===== src/sv/hbad_pkg.sv =====
`default_nettype none
// ----------------------------------------------------------------------------
// hbad_pkg
// Shared types and constants of the handheld bus address decoder: the
// request and response payloads, the configuration set and the region codes.
// ----------------------------------------------------------------------------
package hbad_pkg;

    // Access direction.
    localparam logic OP_READ  = 1'b0;
    localparam logic OP_WRITE = 1'b1;

    // Access sizes; the unused fourth code is treated as a word.
    localparam logic [1:0] SZ_BYTE = 2'd0;
    localparam logic [1:0] SZ_HALF = 2'd1;
    localparam logic [1:0] SZ_WORD = 2'd2;
    localparam logic [1:0] SZ_WIDE = 2'd3;

    // Address regions, taken from the top byte of the bus address.
    localparam logic [7:0] RGN_BIOS   = 8'h00;
    localparam logic [7:0] RGN_WRAM   = 8'h02;
    localparam logic [7:0] RGN_IRAM   = 8'h03;
    localparam logic [7:0] RGN_IO     = 8'h04;
    localparam logic [7:0] RGN_PAL    = 8'h05;
    localparam logic [7:0] RGN_VRAM   = 8'h06;
    localparam logic [7:0] RGN_OAM    = 8'h07;
    localparam logic [7:0] RGN_ROM0   = 8'h08;
    localparam logic [7:0] RGN_ROM1   = 8'h09;
    localparam logic [7:0] RGN_ROM2   = 8'h0A;
    localparam logic [7:0] RGN_ROM3   = 8'h0B;
    localparam logic [7:0] RGN_ROM4   = 8'h0C;
    localparam logic [7:0] RGN_EEPROM = 8'h0D;
    localparam logic [7:0] RGN_SAVE   = 8'h0E;

    // Fixed addresses and bounds.
    localparam logic [31:0] BIOS_LIMIT   = 32'h0000_4000;
    localparam logic [31:0] IO_LIMIT     = 32'h0400_0400;
    localparam logic [31:0] RTC_ADDR_A   = 32'h0800_00C4;
    localparam logic [31:0] RTC_ADDR_B   = 32'h0800_00C6;
    localparam logic [31:0] RTC_ADDR_C   = 32'h0800_00C8;
    localparam logic [31:0] DEV_MASK     = 32'h01FF_FFFF;
    localparam logic [31:0] BIOS_MASK    = 32'h0000_3FFF;
    localparam logic [31:0] IRAM_MASK    = 32'h0000_7FFF;
    localparam logic [31:0] SMALL_MASK   = 32'h0000_03FF;
    localparam logic [16:0] VRAM_MASK    = 17'h1_FFFF;
    localparam logic [16:0] VRAM_MIRROR  = 17'h1_7FFF;
    localparam logic [16:0] OBJ_BOUND_TX = 17'h1_0000;
    localparam logic [16:0] OBJ_BOUND_BM = 17'h1_4000;
    localparam logic [2:0]  BG_MODE_MAX_TILED = 3'd2;
    localparam logic [3:0]  SENSOR_FIRST = 4'h2;
    localparam logic [3:0]  SENSOR_LAST  = 4'h5;

    // Result target codes.
    typedef enum logic [4:0] {
        TGT_BIOS   = 5'd0,
        TGT_LATCH  = 5'd1,
        TGT_WRAM   = 5'd2,
        TGT_IRAM   = 5'd3,
        TGT_IO     = 5'd4,
        TGT_PAL    = 5'd5,
        TGT_VRAM   = 5'd6,
        TGT_OAM    = 5'd7,
        TGT_ROM    = 5'd8,
        TGT_EEPROM = 5'd9,
        TGT_SAVE   = 5'd10,
        TGT_RTC    = 5'd11,
        TGT_PRINT  = 5'd12,
        TGT_SENSOR = 5'd13,
        TGT_OBPC   = 5'd14,
        TGT_OBDMA  = 5'd15,
        TGT_NONE   = 5'd16
    } target_t;

    // One bus access request.
    typedef struct packed {
        logic        op;
        logic [1:0]  access_size;
        logic [31:0] bus_address;
        logic [31:0] write_data;
        logic        pc_outside_bios;
        logic        arm_mode;
        logic        dma_open_bus;
    } req_t;

    // One decode result.
    typedef struct packed {
        target_t     target;
        logic [24:0] offset;
        logic [3:0]  byte_lanes;
        logic [31:0] lane_data;
        logic [1:0]  rotate_bytes;
        logic        zero_result;
    } resp_t;

    // Configuration set seen by the decoder.
    typedef struct packed {
        logic [2:0] bg_mode;
        logic       eeprom_enable;
        logic       flash_enable;
        logic       sram_enable;
        logic       sensor_enable;
        logic       eeprom_busy;
        logic       save_type_blocks_byte;
    } cfg_t;

endpackage
`default_nettype wire


===== src/sv/handheld_bus_address_decoder.sv =====
`default_nettype none
// ----------------------------------------------------------------------------
// handheld_bus_address_decoder
// Decodes one bus access into a target region, a masked offset, write byte
// lanes and a read rotation, under APB-programmed save and display settings.
// ----------------------------------------------------------------------------
// The block takes one request per clock unless out_ready stalls it. An
// accepted request is held in an input register, decoded by one level of
// compare-and-mask logic, and captured in the result register when it is free.
// out_valid then rises. With out_ready held high a new request is taken every
// cycle. While a finished result waits for out_ready, the input register can
// still take one more request; after that in_ready stays low until the result
// is taken, so the pipeline holds at most two requests. Configuration should
// be written only while no request is in flight.
module handheld_bus_address_decoder #(
    parameter int ROM_OFFSET_BITS  = 25,
    parameter int WRAM_OFFSET_BITS = 18
) (
    input  wire logic               clk,
    input  wire logic               rst_n,
    input  wire logic               in_valid,
    output logic                    in_ready,
    input  wire hbad_pkg::req_t     in_req,
    output logic                    out_valid,
    input  wire logic               out_ready,
    output hbad_pkg::resp_t         out_resp,
    input  wire logic               psel,
    input  wire logic               penable,
    input  wire logic               pwrite,
    input  wire logic [4:0]         paddr,
    input  wire logic [31:0]        pwdata,
    output logic [31:0]             prdata,
    output logic                    pready
);
    import hbad_pkg::*;

    cfg_t  cfg;
    req_t  s1_req_reg;
    logic  s1_valid_reg;
    logic  s1_valid_next;
    resp_t out_resp_reg;
    logic  out_valid_reg;
    logic  out_valid_next;
    resp_t dec_resp;
    logic  in_take;
    logic  s2_free;
    logic  s1_move;

    // Configuration registers.
    hbad_cfg_regs u_cfg (
        .clk     (clk),
        .rst_n   (rst_n),
        .psel    (psel),
        .penable (penable),
        .pwrite  (pwrite),
        .paddr   (paddr),
        .pwdata  (pwdata),
        .prdata  (prdata),
        .pready  (pready),
        .cfg     (cfg)
    );

    // Decode logic between the input and result registers.
    hbad_decode #(
        .ROM_OFFSET_BITS  (ROM_OFFSET_BITS),
        .WRAM_OFFSET_BITS (WRAM_OFFSET_BITS)
    ) u_decode (
        .req  (s1_req_reg),
        .cfg  (cfg),
        .resp (dec_resp)
    );

    // Pipeline handshake.
    assign s2_free   = !out_valid_reg || out_ready;
    assign s1_move   = s1_valid_reg && s2_free;
    assign in_ready  = !s1_valid_reg || s2_free;
    assign in_take   = in_valid && in_ready;
    assign out_valid = out_valid_reg;
    assign out_resp  = out_resp_reg;

    always_comb
    begin
        s1_valid_next  = in_take ? 1'b1 : (s1_move ? 1'b0 : s1_valid_reg);
        out_valid_next = s1_move ? 1'b1 : (out_ready ? 1'b0 : out_valid_reg);
    end

    // Stage valid flags.
    always_ff @(posedge clk or negedge rst_n)
    begin
        if (!rst_n)
        begin
            s1_valid_reg  <= 1'b0;
            out_valid_reg <= 1'b0;
        end
        else
        begin
            s1_valid_reg  <= s1_valid_next;
            out_valid_reg <= out_valid_next;
        end
    end

    // Stage payloads.
    always_ff @(posedge clk)
    begin
        if (in_take)
        begin
            s1_req_reg <= in_req;
        end
        if (s1_move)
        begin
            out_resp_reg <= dec_resp;
        end
    end

`ifndef SYNTHESIS
    // A held input request stays put until the result stage frees up.
    a_s1_hold: assert property (@(posedge clk) disable iff (!rst_n)
        (s1_valid_reg && !s1_move) |=> (s1_valid_reg && $stable(s1_req_reg)))
        else $error("input register changed while stalled");

    // A target of none carries no offset and no write lanes.
    a_none_clean: assert property (@(posedge clk) disable iff (!rst_n)
        (out_valid_reg && (out_resp_reg.target == TGT_NONE)) |->
        ((out_resp_reg.offset == 25'd0) && (out_resp_reg.byte_lanes == 4'd0) &&
         (out_resp_reg.lane_data == 32'd0)))
        else $error("target none with nonzero payload");

    // The zero-result hole is only reported with target none and no rotation.
    a_zero_hole: assert property (@(posedge clk) disable iff (!rst_n)
        (out_valid_reg && out_resp_reg.zero_result) |->
        ((out_resp_reg.target == TGT_NONE) && (out_resp_reg.rotate_bytes == 2'd0)))
        else $error("zero result outside the VRAM hole");

    // Reads rotate and writes drive lanes, never both.
    a_rot_lanes: assert property (@(posedge clk) disable iff (!rst_n)
        (out_valid_reg && (out_resp_reg.rotate_bytes != 2'd0)) |->
        (out_resp_reg.byte_lanes == 4'd0))
        else $error("rotation given together with write lanes");
`endif

endmodule
`default_nettype wire


===== src/sv/hbad_cfg_regs.sv =====
`default_nettype none
// ----------------------------------------------------------------------------
// hbad_cfg_regs
// APB-style configuration registers. Register i sits at byte address 4*i;
// writes to addresses past the last register are ignored and read as zero.
// ----------------------------------------------------------------------------
module hbad_cfg_regs (
    input  wire logic               clk,
    input  wire logic               rst_n,
    input  wire logic               psel,
    input  wire logic               penable,
    input  wire logic               pwrite,
    input  wire logic [4:0]         paddr,
    input  wire logic [31:0]        pwdata,
    output logic [31:0]             prdata,
    output logic                    pready,
    output hbad_pkg::cfg_t          cfg
);
    import hbad_pkg::*;

    localparam logic [2:0] IDX_BG_MODE    = 3'd0;
    localparam logic [2:0] IDX_EEPROM_EN  = 3'd1;
    localparam logic [2:0] IDX_FLASH_EN   = 3'd2;
    localparam logic [2:0] IDX_SRAM_EN    = 3'd3;
    localparam logic [2:0] IDX_SENSOR_EN  = 3'd4;
    localparam logic [2:0] IDX_EEPROM_BSY = 3'd5;
    localparam logic [2:0] IDX_BLOCK_BYTE = 3'd6;

    cfg_t       cfg_reg;
    cfg_t       cfg_next;
    logic [2:0] index;
    logic       wr_en;

    assign index  = paddr[4:2];
    assign wr_en  = psel && penable && pwrite;
    assign pready = 1'b1;
    assign cfg    = cfg_reg;

    // Next register value for a completed write.
    always_comb
    begin
        cfg_next = cfg_reg;
        if (wr_en)
        begin
            case (index)
                IDX_BG_MODE:    cfg_next.bg_mode               = pwdata[2:0];
                IDX_EEPROM_EN:  cfg_next.eeprom_enable         = pwdata[0];
                IDX_FLASH_EN:   cfg_next.flash_enable          = pwdata[0];
                IDX_SRAM_EN:    cfg_next.sram_enable           = pwdata[0];
                IDX_SENSOR_EN:  cfg_next.sensor_enable         = pwdata[0];
                IDX_EEPROM_BSY: cfg_next.eeprom_busy           = pwdata[0];
                IDX_BLOCK_BYTE: cfg_next.save_type_blocks_byte = pwdata[0];
                default:        cfg_next = cfg_reg;
            endcase
        end
    end

    always_ff @(posedge clk or negedge rst_n)
    begin
        if (!rst_n)
        begin
            cfg_reg <= '0;
        end
        else
        begin
            cfg_reg <= cfg_next;
        end
    end

    // Read-back mux.
    always_comb
    begin
        case (index)
            IDX_BG_MODE:    prdata = {29'd0, cfg_reg.bg_mode};
            IDX_EEPROM_EN:  prdata = {31'd0, cfg_reg.eeprom_enable};
            IDX_FLASH_EN:   prdata = {31'd0, cfg_reg.flash_enable};
            IDX_SRAM_EN:    prdata = {31'd0, cfg_reg.sram_enable};
            IDX_SENSOR_EN:  prdata = {31'd0, cfg_reg.sensor_enable};
            IDX_EEPROM_BSY: prdata = {31'd0, cfg_reg.eeprom_busy};
            IDX_BLOCK_BYTE: prdata = {31'd0, cfg_reg.save_type_blocks_byte};
            default:        prdata = 32'd0;
        endcase
    end

endmodule
`default_nettype wire


===== src/sv/hbad_decode.sv =====
`default_nettype none
// ----------------------------------------------------------------------------
// hbad_decode
// Combinational decode of one registered request into a target, a masked
// offset, write lanes and a read rotation.
// ----------------------------------------------------------------------------
module hbad_decode #(
    parameter int ROM_OFFSET_BITS  = 25,
    parameter int WRAM_OFFSET_BITS = 18
) (
    input  wire hbad_pkg::req_t  req,
    input  wire hbad_pkg::cfg_t  cfg,
    output hbad_pkg::resp_t      resp
);
    import hbad_pkg::*;

    localparam logic [31:0] RomMask  = 32'((64'd1 << ROM_OFFSET_BITS) - 64'd1);
    localparam logic [31:0] WramMask = 32'((64'd1 << WRAM_OFFSET_BITS) - 64'd1);

    typedef struct packed {
        logic [3:0]  lanes;
        logic [31:0] data;
    } lane_t;

    // Byte-lane placement of a normal write.
    function automatic lane_t put_lanes(input logic [1:0] sz, input logic [1:0] lo,
                                        input logic [31:0] v);
        lane_t r;
        case (sz)
            SZ_WORD:
            begin
                r.lanes = 4'hF;
                r.data  = v;
            end
            SZ_HALF:
            begin
                r.lanes = lo[1] ? 4'hC : 4'h3;
                r.data  = lo[1] ? {v[15:0], 16'd0} : {16'd0, v[15:0]};
            end
            default:
            begin
                r.lanes = 4'(4'h1 << lo);
                r.data  = 32'({24'd0, v[7:0]} << {lo, 3'd0});
            end
        endcase
        return r;
    endfunction

    // Byte write that is duplicated over a halfword.
    function automatic lane_t put_dup(input logic lo1, input logic [7:0] b);
        lane_t r;
        r.lanes = lo1 ? 4'hC : 4'h3;
        r.data  = lo1 ? {b, b, 16'd0} : {16'd0, b, b};
        return r;
    endfunction

    // The bitmap hole in the upper VRAM range.
    function automatic logic vram_hole(input logic [16:0] x, input logic [2:0] mode);
        return (mode > BG_MODE_MAX_TILED) && (x[16:14] == 3'b110);
    endfunction

    // The upper 32 KiB mirror onto the 32 KiB above 64 KiB.
    function automatic logic [16:0] vram_mirror(input logic [16:0] x);
        return (x[16:15] == 2'b11) ? (x & VRAM_MIRROR) : x;
    endfunction

    logic [1:0]  sz;
    logic [31:0] a;
    logic [31:0] a_am;
    logic [1:0]  rot;
    logic [7:0]  region;
    logic        is_rtc;
    logic [16:0] vr_word;
    logic [16:0] vr_byte;
    logic [16:0] vb_mapped;
    logic [16:0] obj_bound;
    logic        save_ok;
    logic        sensor_hit;
    logic [24:0] dev_off;
    resp_t       ob;
    lane_t       ln;
    lane_t       dp;

    // Common address terms.
    always_comb
    begin
        sz      = (req.access_size == SZ_WIDE) ? SZ_WORD : req.access_size;
        a       = req.bus_address;
        region  = a[31:24];
        case (sz)
            SZ_WORD: a_am = {a[31:2], 2'b00};
            SZ_HALF: a_am = {a[31:1], 1'b0};
            default: a_am = a;
        endcase
        case (sz)
            SZ_WORD: rot = a[1:0];
            SZ_HALF: rot = {1'b0, a[0]};
            default: rot = 2'd0;
        endcase
        is_rtc     = (sz == SZ_HALF) &&
                     ((a == RTC_ADDR_A) || (a == RTC_ADDR_B) || (a == RTC_ADDR_C));
        dev_off    = 25'(a & DEV_MASK);
        vr_word    = a_am[16:0] & VRAM_MASK;
        vr_byte    = {a[16:1], 1'b0};
        vb_mapped  = vram_mirror(vr_byte);
        obj_bound  = (cfg.bg_mode > BG_MODE_MAX_TILED) ? OBJ_BOUND_BM : OBJ_BOUND_TX;
        save_ok    = !cfg.eeprom_busy || cfg.flash_enable || cfg.sram_enable;
        // The sensor window decodes address bit 15 and bits 11:8 only.
        sensor_hit = (sz == SZ_BYTE) && cfg.sensor_enable && a[15] &&
                     (a[11:8] >= SENSOR_FIRST) && (a[11:8] <= SENSOR_LAST);
        ln         = put_lanes(sz, a[1:0], req.write_data);
        dp         = put_dup(a[1], req.write_data[7:0]);
    end

    // Open-bus result for reads that hit nothing.
    always_comb
    begin
        ob              = '0;
        ob.rotate_bytes = rot;
        if (req.dma_open_bus)
        begin
            ob.target = TGT_OBDMA;
        end
        else
        begin
            ob.target = TGT_OBPC;
            case (sz)
                SZ_WORD: ob.offset = 25'd0;
                SZ_HALF: ob.offset = req.arm_mode ? {23'd0, a[1], 1'b0} : 25'd0;
                default: ob.offset = req.arm_mode ? {23'd0, a[1:0]} : {24'd0, a[0]};
            endcase
        end
    end

    // Region decode.
    always_comb
    begin
        resp        = '0;
        resp.target = TGT_NONE;
        if (req.op == OP_READ)
        begin
            case (region)
                RGN_BIOS:
                begin
                    if (!req.pc_outside_bios)
                    begin
                        resp.target       = TGT_BIOS;
                        resp.offset       = 25'(a_am & BIOS_MASK);
                        resp.rotate_bytes = rot;
                    end
                    else if (a < BIOS_LIMIT)
                    begin
                        resp.target       = TGT_LATCH;
                        resp.offset       = {23'd0, a_am[1:0]};
                        resp.rotate_bytes = rot;
                    end
                    else
                    begin
                        resp = ob;
                    end
                end
                RGN_WRAM:
                begin
                    resp.target       = TGT_WRAM;
                    resp.offset       = 25'(a_am & WramMask);
                    resp.rotate_bytes = rot;
                end
                RGN_IRAM:
                begin
                    resp.target       = TGT_IRAM;
                    resp.offset       = 25'(a_am & IRAM_MASK);
                    resp.rotate_bytes = rot;
                end
                RGN_IO:
                begin
                    if (a < IO_LIMIT)
                    begin
                        resp.target       = TGT_IO;
                        resp.offset       = 25'(a_am & SMALL_MASK);
                        resp.rotate_bytes = rot;
                    end
                    else
                    begin
                        resp = ob;
                    end
                end
                RGN_PAL:
                begin
                    resp.target       = TGT_PAL;
                    resp.offset       = 25'(a_am & SMALL_MASK);
                    resp.rotate_bytes = rot;
                end
                RGN_VRAM:
                begin
                    if (vram_hole(vr_word, cfg.bg_mode))
                    begin
                        resp.zero_result = 1'b1;
                    end
                    else
                    begin
                        resp.target = TGT_VRAM;
                        resp.offset = {8'd0, vram_mirror(vr_word)};
                    end
                end
                RGN_OAM:
                begin
                    resp.target       = TGT_OAM;
                    resp.offset       = 25'(a_am & SMALL_MASK);
                    resp.rotate_bytes = rot;
                end
                RGN_ROM0, RGN_ROM1, RGN_ROM2, RGN_ROM3, RGN_ROM4:
                begin
                    if (is_rtc)
                    begin
                        resp.target = TGT_RTC;
                        resp.offset = dev_off;
                    end
                    else
                    begin
                        resp.target       = TGT_ROM;
                        resp.offset       = 25'(a_am & RomMask);
                        resp.rotate_bytes = rot;
                    end
                end
                RGN_EEPROM:
                begin
                    if (cfg.eeprom_enable)
                    begin
                        resp.target = TGT_EEPROM;
                        resp.offset = dev_off;
                    end
                    else
                    begin
                        resp = ob;
                    end
                end
                RGN_SAVE:
                begin
                    if (cfg.flash_enable || cfg.sram_enable)
                    begin
                        resp.target = TGT_SAVE;
                        resp.offset = dev_off;
                    end
                    else if (sensor_hit)
                    begin
                        resp.target = TGT_SENSOR;
                        resp.offset = {21'd0, a[11:8] - SENSOR_FIRST};
                    end
                    else
                    begin
                        resp = ob;
                    end
                end
                default:
                begin
                    resp = ob;
                end
            endcase
        end
        else
        begin
            case (region)
                RGN_WRAM:
                begin
                    resp.target     = TGT_WRAM;
                    resp.offset     = 25'(a_am & WramMask);
                    resp.byte_lanes = ln.lanes;
                    resp.lane_data  = ln.data;
                end
                RGN_IRAM:
                begin
                    resp.target     = TGT_IRAM;
                    resp.offset     = 25'(a_am & IRAM_MASK);
                    resp.byte_lanes = ln.lanes;
                    resp.lane_data  = ln.data;
                end
                RGN_IO:
                begin
                    if (a < IO_LIMIT)
                    begin
                        resp.target     = TGT_IO;
                        resp.offset     = 25'(a_am & SMALL_MASK);
                        resp.byte_lanes = ln.lanes;
                        resp.lane_data  = ln.data;
                    end
                end
                RGN_PAL:
                begin
                    resp.target = TGT_PAL;
                    if (sz == SZ_BYTE)
                    begin
                        resp.offset     = {15'd0, a[9:1], 1'b0};
                        resp.byte_lanes = dp.lanes;
                        resp.lane_data  = dp.data;
                    end
                    else
                    begin
                        resp.offset     = 25'(a_am & SMALL_MASK);
                        resp.byte_lanes = ln.lanes;
                        resp.lane_data  = ln.data;
                    end
                end
                RGN_VRAM:
                begin
                    if (sz == SZ_BYTE)
                    begin
                        // Byte writes land only in background VRAM, duplicated.
                        if (!vram_hole(vr_byte, cfg.bg_mode) && (vb_mapped < obj_bound))
                        begin
                            resp.target     = TGT_VRAM;
                            resp.offset     = {8'd0, vb_mapped};
                            resp.byte_lanes = dp.lanes;
                            resp.lane_data  = dp.data;
                        end
                    end
                    else if (!vram_hole(vr_word, cfg.bg_mode))
                    begin
                        resp.target     = TGT_VRAM;
                        resp.offset     = {8'd0, vram_mirror(vr_word)};
                        resp.byte_lanes = ln.lanes;
                        resp.lane_data  = ln.data;
                    end
                end
                RGN_OAM:
                begin
                    if (sz != SZ_BYTE)
                    begin
                        resp.target     = TGT_OAM;
                        resp.offset     = 25'(a_am & SMALL_MASK);
                        resp.byte_lanes = ln.lanes;
                        resp.lane_data  = ln.data;
                    end
                end
                RGN_ROM0, RGN_ROM1:
                begin
                    if (sz == SZ_HALF)
                    begin
                        resp.target     = is_rtc ? TGT_RTC : TGT_PRINT;
                        resp.offset     = dev_off;
                        resp.byte_lanes = 4'h3;
                        resp.lane_data  = {16'd0, req.write_data[15:0]};
                    end
                end
                RGN_EEPROM:
                begin
                    if (cfg.eeprom_enable)
                    begin
                        resp.target = TGT_EEPROM;
                        resp.offset = dev_off;
                        if (sz == SZ_WORD)
                        begin
                            resp.byte_lanes = 4'hF;
                            resp.lane_data  = req.write_data;
                        end
                        else
                        begin
                            resp.byte_lanes = 4'h1;
                            resp.lane_data  = {24'd0, req.write_data[7:0]};
                        end
                    end
                end
                RGN_SAVE:
                begin
                    if (save_ok && !((sz == SZ_BYTE) && cfg.save_type_blocks_byte))
                    begin
                        resp.target     = TGT_SAVE;
                        resp.offset     = dev_off;
                        resp.byte_lanes = 4'h1;
                        resp.lane_data  = {24'd0, req.write_data[7:0]};
                    end
                end
                default:
                begin
                    resp.target = TGT_NONE;
                end
            endcase
        end
    end

endmodule
`default_nettype wire

===== config.mk =====
export PLATFORM = sky130hd
export DESIGN_NAME = handheld_bus_address_decoder
export DESIGN_NICKNAME = d
export VERILOG_FILES = /design/src/sv/hbad_pkg.sv /design/src/sv/handheld_bus_address_decoder.sv /design/src/sv/hbad_cfg_regs.sv /design/src/sv/hbad_decode.sv
export SDC_FILE = /design/constraint.sdc
export NUM_CORES = 1
export LEC_CHECK = 0
export BUFFER_PORTS_ARGS = -buffer_cell sky130_fd_sc_hd__buf_4
export CAP_MARGIN = 20
export CORE_ASPECT_RATIO = 2
export CORE_MARGIN = 2
export CORE_UTILIZATION = 40
export DETAILED_ROUTE_END_ITERATION = 8
export MAX_ROUTING_LAYER = met4
export PLACE_DENSITY = 0.73
export SLEW_MARGIN = 20
export SYNTH_ARGS = -nofsm -noshare
export SYNTH_HDL_FRONTEND = slang
export SYNTH_SLANG_ARGS = --single-unit
export TNS_END_PERCENT = 30

===== constraint.sdc =====
create_clock -name clk -period 5.32 [get_ports clk]
set_input_delay 0.532 -clock clk [delete_from_list [all_inputs] [get_ports clk]]
set_output_delay 0.532 -clock clk [all_outputs]
set_load 0.02 [all_outputs]

==> results of run 1 <==
stage by stage:
step           hold WS [ns]  total power [W]  cell area [um2]  std cells
6_report              0.255          0.00310            10000       1155
5_1_grt               0.236          0.00320            10000       1155
4_1_cts               0.233          0.00312            10000       1155
3_5_place_dp          0.374          0.00188             9410       1122
3_3_place_gp          0.372          0.00187             9410       1122
2_1_floorplan         0.236          0.00171             8230        770
synth_stat cells (all sizes together) (6+ instances only):
master and instances:
clkbuf 26, or2 7, a21oi 29, and3 10, mux2 9, nor4 10
a31oi 18, o31ai 9, and2 22, o21ai 37, a21boi 9, edfxtp 139
nor3 20, a22oi 20, dfrtp 11, nor2b 17, nand2b 10, inv 9
nand3 20, o2bb2ai 6, mux2i 9, nor4b 6, o211ai 10, nor2 40
a21o 15, o21a 7, buf 56, nand2 74, a22o 7
power by group through the flow:
stage / Sequential, W / Clock, W / Combinational [W]
after floorplan: 0.00149 / 0 / 0.000215
after global placement: 0.00149 / 0 / 0.000389
after detailed placement: 0.00149 / 0 / 0.000393
after CTS: 0.00146 / 0.00126 / 0.000395
after global routing: 0.00147 / 0.00131 / 0.000422
final: 0.00146 / 0.00124 / 0.000393
cell families after synthesis:
family / share of synthesized area, %
AO/OA/AOI/OAI: 18.8
flip-flops: 54.8
AND/OR/NAND/NOR: 17.1
multiplexers: 2.63
adder cells (fa/ha/maj): 0.308
XOR/XNOR: 0.216
buffers and inverters: 6.04
other: 0.0925
critical path, stage by stage, from the launching register on:
cell and delay (ns):
edfxtp_1 0.69, nor4bb_1 0.90, o311ai_1 0.21, buf_4 0.22, mux2i_1 0.12, a2111o_1 0.46
a311oi_1 0.49, a311o_1 0.24
timing repair:
item,CTS,global route
hold buffers,1,0
gates resized for setup,0,0
hold endpoints to repair,11,0
setup endpoints to repair,0,0
how the worst max path moves through the flow:
stage,to,cells after the start,start
detailed placement,out_resp[51],7,s1_req_reg[68]
global route,out_resp[51],7,s1_req_reg[68]
global placement,out_resp[39],7,s1_req_reg[68]
finish,out_resp[39],7,s1_req_reg[68]
CTS,out_resp[39],7,s1_req_reg[68]
floorplan,s1_req_reg[0],2,out_ready
routing by layer:
layer	part of all wire [%]	GRT usage [%]
met5	0	-
met4	6.7	17.8
met3	5.1	3.71
met2	54	42.7
met1	34	25.1
area by class of cell:
class                   instances  area [um2]
flip-flops and latches        150        4450
inverters                       9        33.8
multi-input cells             529        3310
repair buffers                173        1300
well taps                     262         328
fillers                      1814        9880
clock inverters                15         186
clock buffers                  17         425
==> key figures, run 1 <==
Yosys
  – Syn_area_per_cell: 10.9 um2
  – Ys flop type: edfxtp_1
  – Asr flop ratio synth: 7.33%
  – Top post-synthesis cells by area: edfxtp_1 (51%), nand2_1 (3.4%), dfrtp_1 (3.4%), buf_4 (3.0%), o21ai_0 (2.1%)
  – Yosys warns: 0
  – Register bit count reported by yosys: 150
  – Synth area leader: edfxtp_1
  – Seq/Total Area, Yosys: 54.8%
  – Post-synth EDFFs: 139
  – Area share of the leading cell type in the synthesized netlist: 51.4%
  – Post-Syn Area: 8120 um2
  – Cells after synthesis: 742
  – Distinct cells, synth: 80

Power
  – Power share of the sequential group: 47.3%
  – Clock power share: 40.0%
  – Sw Ratio: 27.3%
  – Logic pwr share: 12.7%
  – Sw power: 0.000845 W
  – PwrDens: 309 nW/um2
  – P_int: 0.00225 W
  – LEAKAGE: 3.77 nW
  – Max IR drop VDD: 0.000191 V

Final layout
  – Most common cell after layout, fill and taps aside: buf_4
  – Area Growth Syn to Fin: 23.5%
  – Largest register FFs: 70
  – # diodes: 0
  – Commonest cells after routing, fill and taps aside: buf_4 (172), edfxtp_1 (139), nand2_1 (74), nor2_1 (40), o21ai_0 (33)
  – Share of layout cells above drive strength 1: 26.5%
  – Final #Nets: 996
  – Final core utilization: 50.4%

Min path
  – WHS Endpoint: s1_req_reg[4]
  – Hold path depth: 1
  – Hold Crit Start: in_req[4]
  – Min-Delay Path Class: input port to register

Die
  – Row count: 73
  – IO Pins: 218
  – Die height: 206 um
  – Die Span X: 105 um
  – Core Region: 19,900 um2
  – Die area: 21,500 um2
  – Starting Density: 40.8%

Worst setup path
  – Reg2reg setup slack: 1.84 ns
  – Required @ worst endpoint: 5.62 ns
  – CP Capture Type: register
  – Crit path kind: register to register
  – Worst-path fanout max: 19
  – Crit path arrival time: 3.78 ns
  – R2r startpoint: s1_req_reg[68]
  – Reg2Reg Capture Point: out_resp[39]
  – Startpoint types: register
  – Worst R2R Path Depth: 7

Timing
  – Period minus WS final: 3.48 ns
  – Setup_tns: 0 ns
  – Tcrit/Tclk final: 65.4%
  – Slew Limit Fails: 0
  – Slack of the critical path: 1.84 ns
  – Final setup vio count: 0
  – Tightest Pin Transition: 1.07 ns
  – Worst Skew: 0.00922 ns
  – Max transition margin: 28.3%
  – Fmax: 287 MHz
  – Endpoints failing hold: 0
  – RSZ-0062 raised after global routing: no

Global routing
  – Grt ovf: 0
  – Global Route Usage Sum: 24.6%
  – Largest net degree at the start of global routing: 70
  – Global-route wire length before repair: 38.1 mm
  – Initial antenna violation count: 0
  – Via count of the first global-routing pass: 6,479

Clock tree
  – # Post-CTS Setup Buffers: 0
  – H-tree depth: 4
  – Clock sinks: 150
  – Worst-path clk slew: 0.07 ns
  – CTS tree: yes
  – Worst-skew pair later-pin latency: 0.45 ns
  – CTS Buf Count: 17
  – Clk buf depth: 2
  – Root buffer cell: clkbuf_16

Placement
  – Worst slack after detailed placement: 1.94 ns
  – Placer Congestion: 0.951
  – PortBufs: 156
  – Dpl hpwl: 18.5 mm

Drt
  – Final ANT Viol Nets: 0
  – DR DRC count: 0
  – Final wirelength: 25.3 mm
  – WL/cell: 21.9 um
  – DR pass1 iterations: 5
  – Drt initial violations: 479
  – Total number of vias: 6,664
  – Via density: 5.77

Flow run
  – Max-Cap Viols: 0

Run status
  – Status: complete, no violations
Power figures use the tool's default switching activity.
==> run 2, diff against run 1 <==
--- a/config.mk
+++ b/config.mk
@@ -5,6 +5,7 @@
 export SDC_FILE = /design/constraint.sdc
 export NUM_CORES = 1
 export LEC_CHECK = 0
+export ABC_AREA = 1
 export BUFFER_PORTS_ARGS = -buffer_cell sky130_fd_sc_hd__buf_4
 export CAP_MARGIN = 20
 export CORE_ASPECT_RATIO = 2
@@ -12,7 +13,7 @@
 export CORE_UTILIZATION = 40
 export DETAILED_ROUTE_END_ITERATION = 8
 export MAX_ROUTING_LAYER = met4
-export PLACE_DENSITY = 0.73
+export PLACE_DENSITY = 0.72
 export SLEW_MARGIN = 20
 export SYNTH_ARGS = -nofsm -noshare
 export SYNTH_HDL_FRONTEND = slang
==> constraint.sdc (replaced) <==
create_clock -name clk -period 3.25 [get_ports clk]
set_input_delay 0.325 -clock clk [delete_from_list [all_inputs] [get_ports clk]]
set_output_delay 0.325 -clock clk [all_outputs]
set_load 0.02 [all_outputs]
==> run 2 against run 1 <==
Critical path depth is 3 higher. Clock power is 48% higher. Sequential share of layout area is 4.4 points lower. Sequential power is 68% higher. Largest cell class unchanged. Highest routed layer unchanged.
==> key figures, run 2 <==
Yosys
  – Most frequent cells after synthesis: nand2_1 (306), edfxtp_1 (139), nor2_1 (117) (was edfxtp_1 (139), nand2_1 (74), nor2_1 (40))
  – Dominant cell by count in the synthesized netlist: nand2_1 (was edfxtp_1)
  – Register bit count reported by yosys: 150 (unchanged)
  – Synth area leader: edfxtp_1 (unchanged)
  – Post-Syn Area: 9170 um2 (was 8120 um2)
  – Post-synth EDFFs: 139 (unchanged)
  – Distinct cells, synth: 49 (was 80)
  – Area share of the leading cell type in the synthesized netlist: 45.5% (was 51.4%)
  – Syn_area_per_cell: 8.06 um2 (was 10.9 um2)
  – Yosys warns: 0 (unchanged)
  – Top post-synthesis cells by area: edfxtp_1 (46%), nand2_1 (13%), nor2_1 (4.8%), inv_1 (4.6%), nand3_1 (4.3%) (was edfxtp_1 (51%), nand2_1 (3.4%), dfrtp_1 (3.4%), buf_4 (3.0%), o21ai_0 (2.1%))
  – Ys flop type: edfxtp_1 (unchanged)
  – Cells after synthesis: 1,138 (was 742)
  – Asr flop ratio synth: 7.33% (unchanged)
  – Seq/Total Area, Yosys: 48.5% (was 54.8%)

Global routing
  – Largest net degree at the start of global routing: 71 (was 70)
  – Global Route Usage Sum: 25.5% (was 24.6%)
  – Via count of the first global-routing pass: 8,235 (was 6,479)
  – Initial antenna violation count: 0 (unchanged)
  – Grt ovf: 0 (unchanged)
  – Global-route wire length before repair: 44.9 mm (was 38.1 mm)

Timing
  – Tightest Pin Transition: 0.942 ns (was 1.07 ns)
  – Period minus WS final: 2.54 ns (was 3.48 ns)
  – Max transition margin: 37.2% (was 28.3%)
  – Final setup vio count: 0 (unchanged)
  – Endpoints failing hold: 0 (unchanged)
  – Worst Skew: 0.0100 ns (was 0.00922 ns)
  – Setup_tns: 0 ns (unchanged)
  – Fmax: 394 MHz (was 287 MHz)
  – Slew Limit Fails: 0 (unchanged)
  – Tcrit/Tclk final: 78.1% (was 65.4%)
  – RSZ-0062 raised after global routing: no (unchanged)

Clock tree
  – Post-CTS sizing: 0 (unchanged)
  – CTS Buf Count: 17 (unchanged)
  – Worst-path clk slew: 0.06 ns (was 0.07 ns)
  – H-tree depth: 4 (unchanged)
  – Clock sinks: 150 (unchanged)
  – Clk buf depth: 2 (unchanged)
  – Hold buffer count at CTS: 1 (unchanged)
  – Worst-skew pair later-pin latency: 0.45 ns (about the same)
  – # Post-CTS Setup Buffers: 0 (unchanged)
  – CTS tree: yes (unchanged)
  – Root buffer cell: clkbuf_16 (unchanged)

Worst setup path
  – Slowest cell on the critical path: edfxtp_1 (was nor4bb_1)
  – Slowest Stage Delay on Critical Path: 0.57 ns (was 0.90 ns)
  – Top delay family on crit path: simple AND/OR/NAND/NOR gates (was compound AO/OA/AOI/OAI gates)
  – CP Buf/Inv Count: 0 (was 1)
  – Crit path arrival time: 2.81 ns (was 3.78 ns)
  – Worst-path fanout max: 11 (was 19)
  – Required @ worst endpoint: 3.52 ns (was 5.62 ns)
  – CP Capture Type: register (unchanged)
  – Crit path kind: register to register (unchanged)
  – Startpoint types: register (unchanged)
  – Worst-path cell chain: nor2_2 -> nand3_1 -> nor2_1 -> nand2_1 -> nand3b_4 -> nand2_2 -> nand2_1 -> nand2_1 -> nand2_1 -> a21oi_1 (was nor4bb_1 -> o311ai_1 -> buf_4 -> mux2i_1 -> a2111o_1 -> a311oi_1 -> a311o_1)
  – Worst path most repeated cell: nand2_1

Power
  – LEAKAGE: 5.10 nW (was 3.77 nW)
  – Total power: 0.00518 W (was 0.00310 W)
  – PwrDens: 466 nW/um2 (was 309 nW/um2)
  – Max IR drop VDD: 0.000275 V (was 0.000191 V)

Run status
  – Status: complete, no violations (unchanged)

Drt
  – Final wirelength: 30.4 mm (was 25.3 mm)
  – Final ANT Viol Nets: 0 (unchanged)
  – Total number of vias: 8,572 (was 6,664)
  – Via density: 5.39 (was 5.77)
  – WL/cell: 19.1 um (was 21.9 um)
  – DR pass1 iterations: 5 (unchanged)
  – DR DRC count: 0 (unchanged)
  – Drt initial violations: 540 (was 479)

Final layout
  – Most common cell after layout, fill and taps aside: nand2_1 (was buf_4)
  – Storage cell area: 4450 um2 (unchanged)
  – Area of the multi-input gates: 3920 um2 (was 3310 um2)
  – Final #Nets: 1,412 (was 996)
  – Area Growth Syn to Fin: 21.3% (was 23.5%)
  – Fillers: 2,238 (was 1,814)
  – Commonest cells after routing, fill and taps aside: nand2_1 (306), buf_4 (177), edfxtp_1 (139), nor2_1 (117), inv_1 (111) (was buf_4 (172), edfxtp_1 (139), nand2_1 (74), nor2_1 (40), o21ai_0 (33))
  – # diodes: 0 (unchanged)
  – Largest register FFs: 70 (unchanged)
  – Share of layout cells above drive strength 1: 21.0% (was 26.5%)

Die
  – Row count: 78 (was 73)
  – Core Region: 22,600 um2 (was 19,900 um2)
  – Die area: 24,200 um2 (was 21,500 um2)
  – Starting Density: 40.5% (was 40.8%)
  – IO Pins: 218 (unchanged)
  – Die Span X: 111 um (was 105 um)
  – Die height: 218 um (was 206 um)

Placement
  – PortBufs: 156 (unchanged)
  – Dpl hpwl: 22.8 mm (was 18.5 mm)
  – Placer Congestion: 1.00 (was 0.951)

Flow run
  – Max-Cap Viols: 0 (unchanged)

Min path
  – Min-Delay Path Class: input port to register (unchanged)
[run 2: cell count changes in the layout (fill, tap and decap cells not counted), moves of 20 or more]
| cell | change |
|---|---|
| a21oi_1 | +41 |
| and2_1 | -20 |
| nand2_1 | +232 |
| nor2_1 | +77 |
| inv_1 | +102 |
| o21ai_0 | +23 |
| nand3_1 | +58 |
[run 2: metrics by stage]
| step | util (%) | hold slack (ns) | std cells | cell area [um2] | setup WS (ns) |
|---|---|---|---|---|---|
| after CTS | 49.1 | 0.0329 | 1589 | 11100 | 0.768 |
| after floorplan | - | 0.0294 | 1166 | 9280 | 0.406 |
| after global routing | 49.1 | 0.0368 | 1589 | 11100 | 0.596 |
| after detailed placement | 46.7 | 0.171 | 1556 | 10600 | 0.781 |
| after global placement | 46.7 | 0.171 | 1556 | 10600 | 0.797 |
| final | 49.1 | 0.0485 | 1589 | 11100 | 0.712 |
[run 2: report_power, final]
| part | internal, W | leakage [nW] | switching [W] | total [W] |
|---|---|---|---|---|
| combinational | 0.000299 | 3.35 | 0.000605 | 0.000904 |
| clock | 0.00106 | 0.270 | 0.000770 | 0.00183 |
| sequential | 0.00232 | 1.48 | 0.000124 | 0.00245 |
[run 2: worst paths after layout]
| kind | start | endpoint | slack (ns) | cells past startpoint |
|---|---|---|---|---|
| setup / recovery | s1_req_reg[50] | out_resp[23] | 0.71 | 10 |
| hold / removal | in_req[5] | s1_req_reg[5] | 0.05 | 1 |
| hold reg to reg | s1_valid_reg | out_valid | 0.52 | 2 |
| setup reg to reg | s1_req_reg[50] | out_resp[23] | 0.71 | 10 |
| min in group asynchronous | rst_n | u_cfg.cfg[4] | 0.24 | 2 |
| max in group asynchronous | rst_n | out_valid | 2.86 | 2 |
[run 2: cell families (layout without fill, tap and decap cells)]
family,Yosys count,after routing,share of synthesized area (%)
AO/OA/AOI/OAI,198,198,12.6
adder cells (fa/ha/maj),2,2,0.273
buffers and inverters,199,342,10.1
flip-flops,150,150,48.5
other,2,30,0.0819
AND/OR/NAND/NOR,587,587,28.5
[run 2: cell type report]
cell class	count	share of cell area, %
multi-input cells	817	35.2
clock inverters	7	0.405
inverters	130	4.41
clock buffers	25	4.48
flip-flops and latches	150	40.0
repair buffers	180	12.4
well taps	280	3.15
[run 2: metal layers]
metal | up-vias | wire (um) | track usage, % | share of wire, %
met5 | - | 0 | - | 0
met4 | 0 | 2690 | 21.3 | 8.8
met3 | 144 | 1490 | 3.99 | 4.9
met2 | 395 | 16800 | 47.4 | 55
met1 | 3950 | 9410 | 22.1 | 31
li1 | 4083 | - | - | -
==> run 3, diff against run 2 <==
--- a/config.mk
+++ b/config.mk
@@ -5,7 +5,7 @@
 export SDC_FILE = /design/constraint.sdc
 export NUM_CORES = 1
 export LEC_CHECK = 0
-export ABC_AREA = 1
+export ABC_AREA = 0
 export BUFFER_PORTS_ARGS = -buffer_cell sky130_fd_sc_hd__buf_4
 export CAP_MARGIN = 20
 export CORE_ASPECT_RATIO = 2
@@ -13,7 +13,7 @@
 export CORE_UTILIZATION = 40
 export DETAILED_ROUTE_END_ITERATION = 8
 export MAX_ROUTING_LAYER = met4
-export PLACE_DENSITY = 0.72
+export PLACE_DENSITY = 0.73
 export SLEW_MARGIN = 20
 export SYNTH_ARGS = -nofsm -noshare
 export SYNTH_HDL_FRONTEND = slang
==> constraint.sdc (replaced) <==
create_clock -name clk -period 2.5 [get_ports clk]
set_input_delay 0.25 -clock clk [delete_from_list [all_inputs] [get_ports clk]]
set_output_delay 0.25 -clock clk [all_outputs]
set_load 0.02 [all_outputs]
==> run 3 against run 2 <==
Final area is 9.2% higher. Clock power is 58% higher. Total power is 38% higher. Global-route usage is 3.2 points higher. Fmax is 2.5% higher. Sequential power is 26% higher. Non-clock buffer count is 199 higher. First-iteration DRC count is 15% lower.
==> key figures, run 3 (synthesized netlist as in run 1, its figures left out) <==
Placement
  – PortBufs: 156 (unchanged)
  – Dpl hpwl: 21.3 mm (was 22.8 mm)
  – DP Area: 10,500 um2 (was 10,600 um2)
  – Placer Congestion: 0.943 (was 1.00)

Worst setup path
  – Crit path kind: register to register (unchanged)
  – Startpoint types: register (unchanged)
  – Required @ worst endpoint: 2.70 ns (was 3.52 ns)
  – CP Capture Type: register (unchanged)
  – Crit path arrival time: 2.68 ns (was 2.81 ns)
  – Worst-path fanout max: 9 (was 11)

Timing
  – Max transition margin: 60.3% (was 37.2%)
  – Final setup vio count: 0 (unchanged)
  – Tcrit/Tclk final: 99.0% (was 78.1%)
  – Worst Skew: 0.00890 ns (was 0.0100 ns)
  – Endpoints failing hold: 0 (unchanged)
  – Fmax: 404 MHz (was 394 MHz)
  – RSZ-0062 raised after global routing: yes (was no)
  – Tightest Pin Transition: 0.589 ns (was 0.942 ns)
  – Slew Limit Fails: 0 (unchanged)
  – Period minus WS final: 2.47 ns (was 2.54 ns)

Die
  – Core Region: 19,900 um2 (was 22,600 um2)
  – Starting Density: 40.8% (was 40.5%)
  – Row count: 73 (was 78)
  – Die Span X: 105 um (was 111 um)
  – Die area: 21,500 um2 (was 24,200 um2)
  – IO Pins: 218 (unchanged)
  – Die height: 206 um (was 218 um)

Global routing
  – Grt ovf: 0 (unchanged)
  – Via count of the first global-routing pass: 7,762 (was 8,235)
  – Largest net degree at the start of global routing: 71 (unchanged)
  – Global Route Usage Sum: 28.7% (was 25.5%)
  – Initial antenna violation count: 1 (was 0)
  – Global-route wire length before repair: 44.3 mm (was 44.9 mm)

Clock tree
  – Clock sinks: 150 (unchanged)
  – Clk buf depth: 2 (unchanged)
  – Root buffer cell: clkbuf_16 (unchanged)
  – Worst-skew pair later-pin latency: 0.46 ns (was 0.45 ns)
  – H-tree depth: 4 (unchanged)
  – CTS Buf Count: 17 (unchanged)
  – Worst-path clk slew: 0.07 ns (was 0.06 ns)
  – CTS tree: yes (unchanged)

Power
  – Total power: 0.00715 W (was 0.00518 W)
  – Max IR drop VDD: 0.000586 V (was 0.000275 V)
  – PwrDens: 588 nW/um2 (was 466 nW/um2)
  – LEAKAGE: 4.86 nW (was 5.10 nW)

Drt
  – Via density: 5.54 (was 5.39)
  – DR pass1 iterations: 5 (unchanged)
  – Drt initial violations: 461 (was 540)
  – Final wirelength: 29.6 mm (was 30.4 mm)
  – DR DRC count: 0 (unchanged)
  – WL/cell: 21.7 um (was 19.1 um)
  – Final ANT Viol Nets: 0 (unchanged)
  – Total number of vias: 7,545 (was 8,572)

Flow run
  – Max-Cap Viols: 0 (unchanged)

Final layout
  – Largest register FFs: 70 (unchanged)
  – Share of layout cells above drive strength 1: 36.0% (was 21.0%)
  – Post-route design area: 12,200 um2 (was 11,100 um2)
  – Area Growth Syn to Fin: 49.6% (was 21.3%)
  – Commonest cells after routing, fill and taps aside: buf_4 (289), edfxtp_1 (139), nand2_1 (74), dlygate4sd3_1 (72), nor2_1 (38) (was nand2_1 (306), buf_4 (177), edfxtp_1 (139), nor2_1 (117), inv_1 (111))
  – Final #Nets: 1,202 (was 1,412)
  – Most common cell after layout, fill and taps aside: buf_4 (was nand2_1)

Min path
  – Min-Delay Path Class: input port to register (unchanged)

Run status
  – Status: complete, no violations (unchanged)
## run 3: cell types whose count changed in the layout (fill, tap and decap cells not counted), sizes merged, moves of 43 or more
| cell | change |
|---|---|
| nand2 | -253 |
| nand3 | -61 |
| nor2 | -96 |
| buf | +128 |
| a21oi | -43 |
| dlygate4sd3 | +71 |
| inv | -117 |
## run 3: what timing repair did
item,4_1_cts,5_1_grt
setup buffers,0,8
hold endpoints to repair,82,0
resized for setup,5,33
setup endpoints to repair,8,45
hold buffers,72,0
cloned,0,0
pin swaps,1,4
## run 3: cell type report
cell class                 count  area (um2)
clock inverter                15         240
fill                        1659        7760
tap                          262         328
inverter                       9        33.8
timing repair buffer         379        3220
sequential                   150        4450
clock buffer                  17         425
antenna                        1        2.50
multi-input combinational    529        3460
## run 3: layer usage
layer | GRT usage (%) | routed length, um
met3 | 3.90 | 1180
met2 | 53.2 | 16400
met5 | - | 0
met1 | 26.8 | 9870
met4 | 19.9 | 2090
## run 3: worst max-delay path, cell delays in order, from the launching register on
cell,delay (ns)
edfxtp_1,0.52
buf_12,0.20
or3_1,0.32
and3_1,0.24
o21a_1,0.18
a221o_1,0.37
buf_4,0.18
a32o_1,0.22
## run 3: per-stage QoR
stage | setup WS (ns) | TNS [ns] | utilization (%) | instances | hold WS [ns]
6_report | 0.0255 | 0 | 61.0 | 1362 | 0.0265
3_5_place_dp | -0.0581 | -0.0865 | 52.8 | 1249 | 0.0935
5_1_grt | -0.0295 | -0.0799 | 61.0 | 1362 | 0.0192
3_3_place_gp | -0.0339 | -0.0842 | 52.8 | 1249 | 0.0896
2_1_floorplan | -0.129 | -8.92 | - | 770 | -0.0456
4_1_cts | -0.00370 | -0.00628 | 59.9 | 1353 | 0.00825
## run 3: path summary, 6_finish.rpt
| path | start | to | slack, ns | depth (start not counted) |
|---|---|---|---|---|
| worst min-delay path | pwdata[2] | u_cfg.cfg[8] | 0.03 | 2 |
| worst min register to register | s1_valid_reg | out_valid | 0.50 | 1 |
| worst max register to register | s1_req_reg[61] | out_resp[42] | 0.03 | 7 |
| min in group asynchronous | rst_n | u_cfg.cfg[8] | 0.17 | 2 |
| worst max-delay path | s1_req_reg[61] | out_resp[42] | 0.03 | 7 |
| max in group asynchronous | rst_n | u_cfg.cfg[5] | 2.17 | 2 |
## run 3: power breakdown
part | switching [W] | internal [W] | total (W)
Sequential | 0.000132 | 0.00295 | 0.00308
Clock | 0.00111 | 0.00179 | 0.00290
Combinational | 0.000626 | 0.000539 | 0.00116
